## src/hdl/fbpm_pkg.sv

```systemverilog
// shared constants, types and helpers of the frame buffer pool manager
package fbpm_pkg;

    localparam int NUM_BUFFERS = 3;
    localparam int IDX_W = (NUM_BUFFERS > 1) ? $clog2(NUM_BUFFERS) : 1;

    localparam int REQ_W = 3;
    localparam int BIDX_W = 3;
    localparam int TIME_W = 64;
    localparam int CNT_W = 32;
    localparam int PERIOD_CFG_W = 20;
    localparam int TIMEOUT_W = 24;
    localparam int CFG_IDX_W = 2;
    localparam int CFG_DATA_W = 24;

    typedef logic [IDX_W-1:0] slot_idx_t;
    typedef logic [1:0] status_t;
    typedef logic [REQ_W-1:0] req_code_t;
    typedef logic [CFG_IDX_W-1:0] cfg_idx_t;

    localparam status_t ST_FREE = 2'd0;
    localparam status_t ST_FILLING = 2'd1;
    localparam status_t ST_READY = 2'd2;
    localparam status_t ST_IN_USE = 2'd3;

    localparam req_code_t REQ_FRAME_DONE = 3'd0;
    localparam req_code_t REQ_ACQ_DISPLAY = 3'd1;
    localparam req_code_t REQ_ACQ_SECOND = 3'd2;
    localparam req_code_t REQ_REL_DISPLAY = 3'd3;
    localparam req_code_t REQ_REL_SECOND = 3'd4;
    localparam req_code_t REQ_STATUS = 3'd5;

    localparam cfg_idx_t CFG_MIN_PERIOD = 2'd0;
    localparam cfg_idx_t CFG_MAX_PERIOD = 2'd1;
    localparam cfg_idx_t CFG_LOSS_TIMEOUT = 2'd2;

    localparam logic [PERIOD_CFG_W-1:0] MIN_PERIOD_RST = 20'd19000;
    localparam logic [PERIOD_CFG_W-1:0] MAX_PERIOD_RST = 20'd21200;
    localparam logic [TIMEOUT_W-1:0] LOSS_TIMEOUT_RST = 24'd100000;

    typedef struct packed {
        logic [REQ_W-1:0] req_type;
        logic [BIDX_W-1:0] slot_sel;
        logic [TIME_W-1:0] now_us;
    } req_t;

    typedef struct packed {
        logic granted;
        logic [BIDX_W-1:0] granted_index;
        logic [CNT_W-1:0] granted_sequence;
        logic [BIDX_W-1:0] fill_target;
        logic no_free_buffer;
        logic [CNT_W-1:0] frames_done;
        logic [CNT_W-1:0] stale_count;
        logic [CNT_W-1:0] period_us;
        logic lock_ok;
    } res_t;

    typedef struct packed {
        logic [PERIOD_CFG_W-1:0] min_period;
        logic [PERIOD_CFG_W-1:0] max_period;
        logic [TIMEOUT_W-1:0] loss_timeout;
    } cfg_t;

    // wrapping sequence compare: a newer than b
    function automatic logic seq_newer(input logic [CNT_W-1:0] a, input logic [CNT_W-1:0] b);
        logic [CNT_W-1:0] d;
        d = a - b;
        return (d != '0) && !d[CNT_W-1];
    endfunction

endpackage

```

## src/hdl/fbpm_if.sv

```systemverilog
// handshake channels of the frame buffer pool manager
interface fbpm_req_if;
    logic valid;
    logic ready;
    logic [fbpm_pkg::REQ_W-1:0] req_type;
    logic [fbpm_pkg::BIDX_W-1:0] slot_sel;
    logic [fbpm_pkg::TIME_W-1:0] now_us;

    modport source (output valid, output req_type, output slot_sel, output now_us,
                    input ready);
    modport sink (input valid, input req_type, input slot_sel, input now_us,
                  output ready);
endinterface

interface fbpm_res_if;
    logic valid;
    logic ready;
    logic granted;
    logic [fbpm_pkg::BIDX_W-1:0] granted_index;
    logic [fbpm_pkg::CNT_W-1:0] granted_sequence;
    logic [fbpm_pkg::BIDX_W-1:0] fill_target;
    logic no_free_buffer;
    logic [fbpm_pkg::CNT_W-1:0] frames_done;
    logic [fbpm_pkg::CNT_W-1:0] stale_count;
    logic [fbpm_pkg::CNT_W-1:0] period_us;
    logic lock_ok;

    modport source (output valid, output granted, output granted_index,
                    output granted_sequence, output fill_target, output no_free_buffer,
                    output frames_done, output stale_count, output period_us,
                    output lock_ok, input ready);
    modport sink (input valid, input granted, input granted_index,
                  input granted_sequence, input fill_target, input no_free_buffer,
                  input frames_done, input stale_count, input period_us,
                  input lock_ok, output ready);
endinterface

interface fbpm_cfg_if;
    logic valid;
    logic ready;
    logic [fbpm_pkg::CFG_IDX_W-1:0] index;
    logic [fbpm_pkg::CFG_DATA_W-1:0] data;

    modport source (output valid, output index, output data, input ready);
    modport sink (input valid, input index, input data, output ready);
endinterface

```

## src/hdl/fbpm_cfg_regs.sv

```systemverilog
// configuration registers: period limits and loss timeout
module fbpm_cfg_regs (
    input  logic clk,
    input  logic rst_n,
    fbpm_cfg_if.sink cfg,
    output fbpm_pkg::cfg_t cfg_val
);
    import fbpm_pkg::*;

    logic [PERIOD_CFG_W-1:0] min_period_reg;
    logic [PERIOD_CFG_W-1:0] max_period_reg;
    logic [TIMEOUT_W-1:0] loss_timeout_reg;
    logic wr_en;

    assign cfg.ready = 1'b1;
    assign wr_en = cfg.valid;

    always_ff @(posedge clk or negedge rst_n)
    begin
        if (!rst_n)
        begin
            min_period_reg <= MIN_PERIOD_RST;
            max_period_reg <= MAX_PERIOD_RST;
            loss_timeout_reg <= LOSS_TIMEOUT_RST;
        end
        else if (wr_en)
        begin
            unique case (cfg.index)
                CFG_MIN_PERIOD: min_period_reg <= cfg.data[PERIOD_CFG_W-1:0];
                CFG_MAX_PERIOD: max_period_reg <= cfg.data[PERIOD_CFG_W-1:0];
                CFG_LOSS_TIMEOUT: loss_timeout_reg <= cfg.data[TIMEOUT_W-1:0];
                default: ;
            endcase
        end
    end

    assign cfg_val.min_period = min_period_reg;
    assign cfg_val.max_period = max_period_reg;
    assign cfg_val.loss_timeout = loss_timeout_reg;
endmodule

```

## src/hdl/fbpm_pool.sv

```systemverilog
// buffer pool state and the single-pass update for one item
module fbpm_pool (
    input  logic clk,
    input  logic rst_n,
    input  logic step_en,
    input  fbpm_pkg::req_t item,
    input  fbpm_pkg::cfg_t cfg_val,
    output fbpm_pkg::res_t result
);
    import fbpm_pkg::*;

    status_t status_reg [NUM_BUFFERS];
    status_t status_next [NUM_BUFFERS];
    logic [NUM_BUFFERS-1:0] hold_reg;
    logic [NUM_BUFFERS-1:0] hold_next;
    logic [CNT_W-1:0] seq_reg [NUM_BUFFERS];
    logic [CNT_W-1:0] seq_next [NUM_BUFFERS];
    slot_idx_t fill_reg;
    slot_idx_t fill_next;
    logic [CNT_W-1:0] count_reg;
    logic [CNT_W-1:0] count_next;
    logic [CNT_W-1:0] replaced_reg;
    logic [CNT_W-1:0] replaced_next;
    logic [CNT_W-1:0] period_reg;
    logic [CNT_W-1:0] period_next;
    logic [TIME_W-1:0] time_reg;
    logic [TIME_W-1:0] time_next;

    always_comb
    begin
        logic free_found;
        slot_idx_t free_idx;
        logic rdy_found;
        slot_idx_t rdy_idx;
        logic [CNT_W-1:0] best_age;
        logic [CNT_W-1:0] age;
        logic acq_found;
        slot_idx_t acq_idx;
        logic [CNT_W-1:0] acq_seq;
        logic ok;
        slot_idx_t rel_idx;
        logic rel_ok;
        logic nofree;
        logic [TIME_W-1:0] elapsed;

        status_next = status_reg;
        hold_next = hold_reg;
        seq_next = seq_reg;
        fill_next = fill_reg;
        count_next = count_reg;
        replaced_next = replaced_reg;
        period_next = period_reg;
        time_next = time_reg;
        free_found = 1'b0;
        free_idx = '0;
        rdy_found = 1'b0;
        rdy_idx = '0;
        best_age = '0;
        age = '0;
        acq_found = 1'b0;
        acq_idx = '0;
        acq_seq = '0;
        ok = 1'b0;
        nofree = 1'b0;
        rel_idx = item.slot_sel[IDX_W-1:0];
        rel_ok = ({1'b0, item.slot_sel} < (BIDX_W+1)'(NUM_BUFFERS));

        unique case (item.req_type)
            REQ_FRAME_DONE:
            begin
                if (time_reg != '0)
                begin
                    period_next = CNT_W'(item.now_us - time_reg);
                end
                time_next = item.now_us;
                count_next = count_reg + 1'b1;
                seq_next[fill_reg] = count_next;
                status_next[fill_reg] = ST_READY;
                for (int i = 0; i < NUM_BUFFERS; i++)
                begin
                    if (!free_found && status_next[i] == ST_FREE && !hold_reg[i])
                    begin
                        free_found = 1'b1;
                        free_idx = IDX_W'(i);
                    end
                end
                for (int i = 0; i < NUM_BUFFERS; i++)
                begin
                    age = count_next - seq_next[i];
                    if (status_next[i] == ST_READY && !hold_reg[i] &&
                        (!rdy_found || age > best_age))
                    begin
                        rdy_found = 1'b1;
                        rdy_idx = IDX_W'(i);
                        best_age = age;
                    end
                end
                if (free_found)
                begin
                    fill_next = free_idx;
                end
                else if (rdy_found)
                begin
                    fill_next = rdy_idx;
                    replaced_next = replaced_reg + 1'b1;
                end
                else
                begin
                    nofree = 1'b1;
                    fill_next = fill_reg;
                end
                status_next[fill_next] = ST_FILLING;
            end
            REQ_ACQ_DISPLAY, REQ_ACQ_SECOND:
            begin
                for (int i = 0; i < NUM_BUFFERS; i++)
                begin
                    if (item.req_type == REQ_ACQ_DISPLAY)
                    begin
                        ok = (status_reg[i] == ST_READY);
                    end
                    else
                    begin
                        ok = (status_reg[i] == ST_READY || status_reg[i] == ST_IN_USE) &&
                             !hold_reg[i];
                    end
                    if (ok && (!acq_found || seq_newer(seq_reg[i], acq_seq)))
                    begin
                        acq_found = 1'b1;
                        acq_idx = IDX_W'(i);
                        acq_seq = seq_reg[i];
                    end
                end
                if (acq_found)
                begin
                    if (item.req_type == REQ_ACQ_DISPLAY)
                    begin
                        status_next[acq_idx] = ST_IN_USE;
                    end
                    else
                    begin
                        hold_next[acq_idx] = 1'b1;
                    end
                end
            end
            REQ_REL_DISPLAY:
            begin
                if (rel_ok && status_reg[rel_idx] == ST_IN_USE)
                begin
                    status_next[rel_idx] = ST_FREE;
                end
            end
            REQ_REL_SECOND:
            begin
                if (rel_ok)
                begin
                    hold_next[rel_idx] = 1'b0;
                end
            end
            default: ;
        endcase

        elapsed = item.now_us - time_next;

        result.granted = acq_found;
        result.granted_index = acq_found ? BIDX_W'(acq_idx) : '0;
        result.granted_sequence = acq_found ? acq_seq : '0;
        result.fill_target = BIDX_W'(fill_next);
        result.no_free_buffer = nofree;
        result.frames_done = count_next;
        result.stale_count = replaced_next;
        result.period_us = period_next;
        result.lock_ok = (time_next != '0) &&
                         (period_next >= CNT_W'(cfg_val.min_period)) &&
                         (period_next <= CNT_W'(cfg_val.max_period)) &&
                         (elapsed <= TIME_W'(cfg_val.loss_timeout));
    end

    always_ff @(posedge clk or negedge rst_n)
    begin
        if (!rst_n)
        begin
            for (int i = 0; i < NUM_BUFFERS; i++)
            begin
                status_reg[i] <= (i == 0) ? ST_FILLING : ST_FREE;
                seq_reg[i] <= '0;
            end
            hold_reg <= '0;
            fill_reg <= '0;
            count_reg <= '0;
            replaced_reg <= '0;
            period_reg <= '0;
            time_reg <= '0;
        end
        else if (step_en)
        begin
            status_reg <= status_next;
            seq_reg <= seq_next;
            hold_reg <= hold_next;
            fill_reg <= fill_next;
            count_reg <= count_next;
            replaced_reg <= replaced_next;
            period_reg <= period_next;
            time_reg <= time_next;
        end
    end
endmodule

```

## src/hdl/frame_buffer_pool_manager.sv

```systemverilog
// frame buffer pool manager top level: input register, pool update, result register
// path: an accepted item is held in the input register, passes the pool update, then is held in the result register
// throughput: one item per cycle while the result is not stalled; the pool state updates once per item in a single pass
// a stalled result holds the result register, then the input register, then req.ready
// reset: slot 0 filling, other slots free, all counters, period and frame time zero
// reset: period limits and loss timeout return to their default values
module frame_buffer_pool_manager (
    input  logic clk,
    input  logic rst_n,
    fbpm_req_if.sink req,
    fbpm_res_if.source res,
    fbpm_cfg_if.sink cfg
);
    import fbpm_pkg::*;

    req_t in_data_reg;
    logic in_valid_reg;
    logic in_valid_next;
    res_t out_data_reg;
    logic out_valid_reg;
    logic out_valid_next;
    logic advance;
    logic step_en;
    logic req_fire;
    req_t req_data;
    res_t result;
    cfg_t cfg_val;

    fbpm_cfg_regs u_cfg_regs (
        .clk     (clk),
        .rst_n   (rst_n),
        .cfg     (cfg),
        .cfg_val (cfg_val)
    );

    fbpm_pool u_pool (
        .clk     (clk),
        .rst_n   (rst_n),
        .step_en (step_en),
        .item    (in_data_reg),
        .cfg_val (cfg_val),
        .result  (result)
    );

    assign advance = !out_valid_reg || res.ready;
    assign step_en = in_valid_reg && advance;
    assign req.ready = !in_valid_reg || advance;
    assign req_fire = req.valid && req.ready;
    assign in_valid_next = req_fire || (in_valid_reg && !advance);
    assign out_valid_next = step_en || (out_valid_reg && !res.ready);

    assign req_data.req_type = req.req_type;
    assign req_data.slot_sel = req.slot_sel;
    assign req_data.now_us = req.now_us;

    always_ff @(posedge clk or negedge rst_n)
    begin
        if (!rst_n)
        begin
            in_valid_reg <= 1'b0;
            out_valid_reg <= 1'b0;
        end
        else
        begin
            in_valid_reg <= in_valid_next;
            out_valid_reg <= out_valid_next;
        end
    end

    always_ff @(posedge clk)
    begin
        if (req_fire)
        begin
            in_data_reg <= req_data;
        end
        if (step_en)
        begin
            out_data_reg <= result;
        end
    end

    assign res.valid = out_valid_reg;
    assign res.granted = out_data_reg.granted;
    assign res.granted_index = out_data_reg.granted_index;
    assign res.granted_sequence = out_data_reg.granted_sequence;
    assign res.fill_target = out_data_reg.fill_target;
    assign res.no_free_buffer = out_data_reg.no_free_buffer;
    assign res.frames_done = out_data_reg.frames_done;
    assign res.stale_count = out_data_reg.stale_count;
    assign res.period_us = out_data_reg.period_us;
    assign res.lock_ok = out_data_reg.lock_ok;
endmodule
```

## src/flat_wrapper.sv

```systemverilog
// flat-port wrapper written by rule: the top's interface ports become plain ports
module frame_buffer_pool_manager_flat import fbpm_pkg::*;
  (clk, rst_n, req_valid, req_req_type, req_slot_sel, req_now_us, req_ready, res_valid, res_granted, res_granted_index, res_granted_sequence, res_fill_target, res_no_free_buffer, res_frames_done, res_stale_count, res_period_us, res_lock_ok, res_ready, cfg_valid, cfg_index, cfg_data, cfg_ready);
  fbpm_req_if req_i ();
  fbpm_res_if res_i ();
  fbpm_cfg_if cfg_i ();
  input  logic clk;
  input  logic rst_n;
  input wire logic [$bits(req_i.valid)-1:0] req_valid;
  input wire logic [$bits(req_i.req_type)-1:0] req_req_type;
  input wire logic [$bits(req_i.slot_sel)-1:0] req_slot_sel;
  input wire logic [$bits(req_i.now_us)-1:0] req_now_us;
  output wire logic [$bits(req_i.ready)-1:0] req_ready;
  output wire logic [$bits(res_i.valid)-1:0] res_valid;
  output wire logic [$bits(res_i.granted)-1:0] res_granted;
  output wire logic [$bits(res_i.granted_index)-1:0] res_granted_index;
  output wire logic [$bits(res_i.granted_sequence)-1:0] res_granted_sequence;
  output wire logic [$bits(res_i.fill_target)-1:0] res_fill_target;
  output wire logic [$bits(res_i.no_free_buffer)-1:0] res_no_free_buffer;
  output wire logic [$bits(res_i.frames_done)-1:0] res_frames_done;
  output wire logic [$bits(res_i.stale_count)-1:0] res_stale_count;
  output wire logic [$bits(res_i.period_us)-1:0] res_period_us;
  output wire logic [$bits(res_i.lock_ok)-1:0] res_lock_ok;
  input wire logic [$bits(res_i.ready)-1:0] res_ready;
  input wire logic [$bits(cfg_i.valid)-1:0] cfg_valid;
  input wire logic [$bits(cfg_i.index)-1:0] cfg_index;
  input wire logic [$bits(cfg_i.data)-1:0] cfg_data;
  output wire logic [$bits(cfg_i.ready)-1:0] cfg_ready;
  assign req_i.valid = req_valid;
  assign req_i.req_type = req_req_type;
  assign req_i.slot_sel = req_slot_sel;
  assign req_i.now_us = req_now_us;
  assign req_ready = req_i.ready;
  assign res_valid = res_i.valid;
  assign res_granted = res_i.granted;
  assign res_granted_index = res_i.granted_index;
  assign res_granted_sequence = res_i.granted_sequence;
  assign res_fill_target = res_i.fill_target;
  assign res_no_free_buffer = res_i.no_free_buffer;
  assign res_frames_done = res_i.frames_done;
  assign res_stale_count = res_i.stale_count;
  assign res_period_us = res_i.period_us;
  assign res_lock_ok = res_i.lock_ok;
  assign res_i.ready = res_ready;
  assign cfg_i.valid = cfg_valid;
  assign cfg_i.index = cfg_index;
  assign cfg_i.data = cfg_data;
  assign cfg_ready = cfg_i.ready;
  frame_buffer_pool_manager u_core (.clk(clk), .rst_n(rst_n), .req(req_i), .res(res_i), .cfg(cfg_i));
endmodule
```

## config.mk

```make
export PLATFORM = sky130hd
export DESIGN_NAME = frame_buffer_pool_manager_flat
export DESIGN_NICKNAME = d
export VERILOG_FILES = /design/src/hdl/fbpm_pkg.sv /design/src/hdl/fbpm_if.sv /design/src/hdl/fbpm_cfg_regs.sv /design/src/hdl/fbpm_pool.sv /design/src/hdl/frame_buffer_pool_manager.sv /design/src/flat_wrapper.sv
export SDC_FILE = /design/constraint.sdc
export NUM_CORES = 2
export LEC_CHECK = 0
export BUFFER_PORTS_ARGS = -buffer_cell sky130_fd_sc_hd__buf_4
export CAP_MARGIN = 20
export CORE_ASPECT_RATIO = 0.6
export CORE_MARGIN = 4
export CORE_UTILIZATION = 55
export DETAILED_ROUTE_END_ITERATION = 7
export PLACE_DENSITY_LB_ADDON = 0.05
export SLEW_MARGIN = 25
export SYNTH_ARGS = -nofsm -noshare
export SYNTH_HDL_FRONTEND = slang
export SYNTH_SLANG_ARGS = --single-unit
```

## constraint.sdc

```tcl
create_clock -name clk -period 18 [get_ports clk]
set_input_delay 1.8 -clock clk [delete_from_list [all_inputs] [get_ports clk]]
set_output_delay 1.8 -clock clk [all_outputs]
set_load 0.01 [all_outputs]
```

Word level (Yosys, flattened, before mapping)
Index checks and enable logic that the tools add are counted.
Word-level totals
  register bits after elaboration: 539
  bits of input ports: 101
  output and inout port bits: 140
  logic and storage cells: 251
Operators by class
  add/subtract/negate cells: 9
  $lt $le $gt $ge: 18
  equal/unequal tests: 21
  mux-type cells: 79
  bitwise logic cells: 17
  reduce and logical (&&, ||, !) cells: 77
Operators with widths (count)
  $mux 32: 16
  $sub 32x32->32: 6
  $reduce_bool 64->1: 2
  $bwmux 96: 1
  $add 32x1->32 const B: 2
  $demux 32 s2: 1
  $gt 32x32->1: 2
  $le 64x24->1: 1
  $mux 64: 1
  $reduce_bool 32->1: 2
  $sub 64x64->64: 1
  $ge 32x20->1: 1
  $le 32x20->1: 1
  $logic_and 1x1->1: 31
  $mux 1: 31
  $mux 2: 14
  $eq 2x2->1 const B: 11
  $mux 6: 3
  $pmux 6 s3: 1
  $demux 2 s2: 4
  $logic_not 1->1: 15
  $ge 3x3->1 const B: 4
  $lt 3x1->1 const B: 4
  $not 2->3: 4
  other kinds (27): 62

Longest topological paths before layout
  word-level depth: 32
  depth in mapped cells: 56
  mapped depth without buffers: 52

By module
A second synthesis with hierarchy kept.
Unflattened totals
  cells, all modules: 4657
  area, all modules: 41085.7 µm²
By module, submodules not included
  fbpm_pool: instances 1, cells each 4303, area an instance 32324.8 µm², seq. area each 6682.7 µm²
  frame_buffer_pool_manager: instances 1, cells each 215, area an instance 6319.8 µm², seq. area each 6266.0 µm²
  fbpm_cfg_regs: instances 1, cells each 139, area an instance 2441.1 µm², seq. area each 1624.1 µm²

Worst setup path after synthesis
OpenSTA, ideal clock, no wires.
  kind: reg2reg
  from: reg u_core.u_pool.fill_reg[0]
  to: reg u_core.u_pool.status_reg[3] in the netlist's numbering
  setup time: 0.121 ns
  arrival: 9.122 ns
  data required time: 17.879 ns
  path slack: 8.757 ns
  stages on the path, launching flop included: 48
  buffers on the path: 6
  period minus slack after synthesis: 9.243 ns
  cells stage by stage: dfrtp_1 > nor2b_1 > buf_2 > clkbuf_1 > buf_1 > clkbuf_1 > nor2_1 > a21oi_1 > ha_1 > nor2b_1 > o31a_1 > o22ai_1 > o31ai_2 > nor4_1 > nor4b_2 > a31oi_4 > a21oi_2 > o211ai_2 > (+12 left out) > clkbuf_1 > nor2_1 > a21oi_1 > ha_1 > a21o_1 > a21o_1 > a21oi_1 > o21ai_0 > nand2_1 > o211ai_1 > a221oi_1 > a31oi_1 > o21ai_0 > o21ai_0 > a21oi_1 > nand2b_1 > a31oi_1 > nor2_1
On the way
  longest elaborated chain between the ends: 32
  elaborated cells on any way between the ends: 71
  classes of those cells: add/sub (3); order compare (6); eq/ne (3); mux (31); bitwise (7); reduce/logical (21)
Ends and longest elaborated chain
  start: declaration: RTL line fbpm_pool.sv:18  | slot_idx_t fill_reg;
  start signal: assignment: RTL line fbpm_pool.sv:200  | fill_reg <= fill_next;
  branches (longest 30 deep; another with $sub 32x32->32)
  $and 3x3->3 (no source line) *
  $pmux 6 s3 *: RTL line fbpm_pool.sv:68  | unique case (item.req_type)
  end signal: indexed assignment: RTL line fbpm_pool.sv:185  | status_reg[i] <= (i == 0) ? ST_FILLING : ST_FREE;
  end signal: assignment: RTL line fbpm_pool.sv:197  | status_reg <= status_next;
  end: declaration: RTL line fbpm_pool.sv:12  | status_t status_reg [NUM_BUFFERS];
Mark *: on every way between the ends. The select of a mux whose other input is x is not followed.
A chain may end at the register's enable or synchronous reset.

Worst setup path after layout
  from: reg u_core.in_data_reg[68] in the netlist's numbering
  to: reg u_core.out_data_reg, in the netlist u_core.res.granted_sequence[18] (data pin)
On the way
  longest elaborated chain between the ends: 21
  elaborated cells on any way between the ends: 36
  classes of those cells: add/sub (2); eq/ne (2); mux (18); reduce/logical (14)
Ends and longest elaborated chain
  start: declaration: RTL line frame_buffer_pool_manager.sv:16  | req_t in_data_reg;
  start signal: assignment: RTL line frame_buffer_pool_manager.sv:74  | in_data_reg <= req_data;
  $eq 3x1->1: RTL line fbpm_pool.sv:68, fbpm_pool.sv:118
  $mux 1: RTL line fbpm_pool.sv:118  | if (item.req_type == REQ_ACQ_DISPLAY)
  $mux 1: RTL line fbpm_pool.sv:68
  $mux 32: RTL line fbpm_pool.sv:127  | if (ok && (!acq_found || seq_newer(seq_reg[i], acq_seq)))
  $mux 32: RTL line fbpm_pool.sv:68
  $sub 32x32->32: RTL line fbpm_pkg.sv:68  | d = a - b;
  $reduce_bool 32->1 or $logic_not 1->1 (tied branches): RTL line fbpm_pkg.sv:69  | return (d != '0) && !d[CNT_W-1];
  $logic_and 1x1->1: RTL line fbpm_pkg.sv:69
  (+4 left out)
  $sub 32x32->32: RTL line fbpm_pkg.sv:68
  $reduce_bool 32->1 or $logic_not 1->1 (tied branches): RTL line fbpm_pkg.sv:69
  $logic_and 1x1->1: RTL line fbpm_pkg.sv:69
  $logic_or 1x1->1: RTL line fbpm_pool.sv:127
  $logic_and 1x1->1: RTL line fbpm_pool.sv:127
  $mux 1: RTL line fbpm_pool.sv:127
  $mux 1 (2 in series): RTL line fbpm_pool.sv:68
  $reduce_and 2->1 (no source line)
  end signal: assignment: RTL line frame_buffer_pool_manager.sv:78  | out_data_reg <= result;
  end: declaration: RTL line frame_buffer_pool_manager.sv:19  | res_t out_data_reg;
Several ways; a longest one is shown, not always the timed one. The select of a mux whose other input is x is not followed.

==> impl_metrics.py <==
metrics = {
    "run_status": {
        "outcome": "complete, no violations",
    },
    "clock_network": {
        "cts_sinks": 538,
        "cts_tree": "done",
        "clk_path_buf_depth": 3,
        "cts_resized": 0,
        "holdBufCountCts": 0,
        "root_buffer": "clkbuf_16",
        "post_cts_buffers": 0,
        "clk_pin_slew_worst_paths_ns": 0.07,
        "clk_latency_ns": 0.64,
        "h-tree-depth": 2,
        "cts_buffers": 53,
    },
    "layout": {
        "nets": 5402,
        "multi_input_area_mm2": 0.0259,
        "area_delta_synth_final_pct": 10.2,
        "num-fill-cells": 6644,
        "regArea_mm2": 0.0145,
        "largest_register_ffs": 96,
        "fin_cells": 5992,
        "drive_gt1_share_pct": 12.0,
    },
    "synthesis": {
        "syn_area_mm2": 0.0421,
        "syn_inst": 4842,
        "synth_cell_types": 120,
        "yosys.area.top_type_share_pct": 18.7,
        "syn_area_per_cell_um2": 8.69,
        "synth_seq_area_share_pct": 34.5,
        "yosysMostFrequentCell": "nand2_1",
        "ys.warnings.count": 0,
        "synth_compound_area_share_pct": 19.9,
        "ys_seq_elements": 538,
        "async_reset_ff_share_pct": 61.9,
        "synthSimpleGateAreaFrac_pct": 18.7,
        "synth_fa_ha_area_share_pct": 11.0,
        "synth_top_flop_cell": "dfrtp_1",
        "synth_common_cells": "nand2_1 (625), nor2_1 (444), a21oi_1 (370)",
        "synth_top_cell_by_area": "dfrtp_1",
        "synth_edf_count": 205,
        "synth.area.mux_share_pct": 4.12,
        "synth_top_family_by_area": "compound AO/OA/AOI/OAI gates",
        "synth.area.top_cells": "dfrtp_1 (19%), edfxtp_1 (15%), ha_1 (10%)",
        "synthXorXnorAreaFrac_pct": 7.33,
    },
    "sta": {
        "drv_slew": 0,
        "setup_tns_ns": 0,
        "fmax_mhz": 83.7,
        "finClkSkew_ns": 0.0306,
        "hold_viol_final": 0,
        "slew_headroom_pct": 18.2,
        "period_needed_ns": 11.94,
        "timing.final.crit_share_pct": 66.4,
        "setup_viol": 0,
        "tightest_slew_ns": 1.23,
        "holdWs_ns": 0.471,
        "rsz0062_at_grt": "no",
    },
    "critical_path": {
        "cp_data_arrival_time_ns": 12.37,
        "required_ns": 18.43,
        "crit_slowest_cell": "o41ai_1",
        "cp-start-kind": "flop",
        "slowest_delay_ns": 0.64,
        "crit_buf_inv": 3,
        "end_kind": "flop",
        "path_delay_family": "compound AO/OA/AOI/OAI gates",
        "critPathMaxFanout": 61,
        "path_class": "flop to flop",
    },
    "route": {
        "drt_iter0_drc": 4698,
        "vias_per_cell": 6.26,
        "wl_per_cell_um": 24.1,
        "vias": 37500,
        "drc_errors": 0,
        "drtPass1Iterations": 6,
        "routed_wl_mm": 145,
        "ant_nets": 0,
    },
    "pwr": {
        "power_leakage_nw": 20.7,
        "fin_total_pwr_mw": 8.32,
        "p_per_area_mw_per_mm2": 179,
        "ir_worst_vdd_uv": 121,
    },
    "run": {
        "drv_cap": 0,
    },
    "die": {
        "pin_count": 241,
        "die_area_mm2": 0.0811,
        "row_count": 78,
        "die-height_um": 222,
        "initial_core_util_pct": 55.6,
        "coreArea_mm2": 0.0756,
        "die_x_um": 365,
    },
    "place": {
        "hpwl_mm": 113,
        "dp_cells": 5891,
        "io_buffer_count": 237,
        "place.gp.congestion": 1.03,
    },
    "global_route": {
        "grt_pass1_wl_mm": 214,
        "grt_start_max_net_pins": 115,
        "grt_pass1_vias": 33600,
        "grt_usage_pct": 34.6,
        "overflow": 0,
        "antenna_found_initial": 9,
    },
    "worst_hold_path": {
        "min_path_type": "flop to flop",
    },
}
worst register-to-register path, delay by kind of cell (launching register included):
family	cells	cell delay, ns
xor+xnor	1	0.12
fa+ha+maj	3	1.11
compound gates	21	5.88
mux	1	0.20
flops	1	0.58
simple gates	11	2.35
buf+inv	3	1.51
cells by family (layout without fill, tap and decap cells):
logic type / after synthesis / in the layout
other: 2 / 4
AOI/OAI and AO/OA: 1295 / 1295
and+or+nand+nor: 1676 / 1676
adders and majority gates: 368 / 368
xor gates and xnor gates: 341 / 341
muxes: 163 / 163
buffers and inverters: 459 / 607
DFF: 538 / 538
placed cells by master, fill, tap and decap left out, types with 66 or more instances in the layout:
cell type,synthesis,final
a21o_1,161,161
nand2_1,625,621
nand4_1,75,75
inv_1,220,219
dfrtp_1,314,314
buf_4,13,284
o21ai_0,289,288
xnor2_1,203,200
nor2_1,444,441
mux2_2,80,80
xor2_1,129,129
ha_1,348,348
nand3_1,90,90
nor2b_1,68,66
a21oi_1,370,369
mux2i_1,82,82
edfxtp_1,205,205
metrics by stage:
step | setup slack, ns | util (%) | area, um^2
final | 6.06 | 61.3 | 46400
after CTS | 6.20 | 61.2 | 46300
after global routing | 5.18 | 61.3 | 46400
after floorplan | 8.76 | - | 42100
after detailed placement | 6.20 | 58.9 | 44600
after global placement | 6.32 | 58.9 | 44600
report_power, final:
part	leakage [nW]	internal, mW	switching [mW]
Sequential	6.26	1.53	0.271
Clock	0.856	0.626	0.523
Combinational	13.5	2.08	3.29
Total	20.7	4.24	4.08
final timing paths:
kind,start,end,slack [ns],cells past startpoint
worst min register to register,u_core.u_pool.period_reg[6],u_core.u_pool.period_reg[6],0.47,2
worst max-delay path,u_core.in_data_reg[68],u_core.res.granted_sequence[18],6.06,40
min in group asynchronous,rst_n,u_core.u_pool.seq_reg[13],1.24,1
max in group asynchronous,rst_n,u_core.u_pool.period_reg[6],14.48,3
worst min-delay path,u_core.u_pool.period_reg[6],u_core.u_pool.period_reg[6],0.47,2
worst max register to register,u_core.in_data_reg[68],u_core.res.granted_sequence[18],6.06,40
layer usage:
metal / vias up / GRT usage (%) / part of all wire, % / wire length (um)
met5: - / 1.90 / 0.17 / 249
li1: 17600 / - / - / -
met4: 6 / 5.27 / 1.6 / 2340
met2: 1896 / 40.5 / 34 / 49600
met3: 155 / 14.6 / 15 / 22200
met1: 17800 / 57.2 / 49 / 70200
final cells by class:
| type | count | share of cell area (%) |
|---|---|---|
| multi-input cells | 3846 | 55.8 |
| clock inverters | 24 | 0.372 |
| well taps | 1000 | 2.70 |
| inverters | 221 | 1.81 |
| clock buffers | 76 | 3.40 |
| repair buffers | 286 | 4.65 |
| diodes | 1 | 0.00540 |
| flip-flops and latches | 538 | 31.3 |
Note: power is estimated with default switching activity, not from simulation.
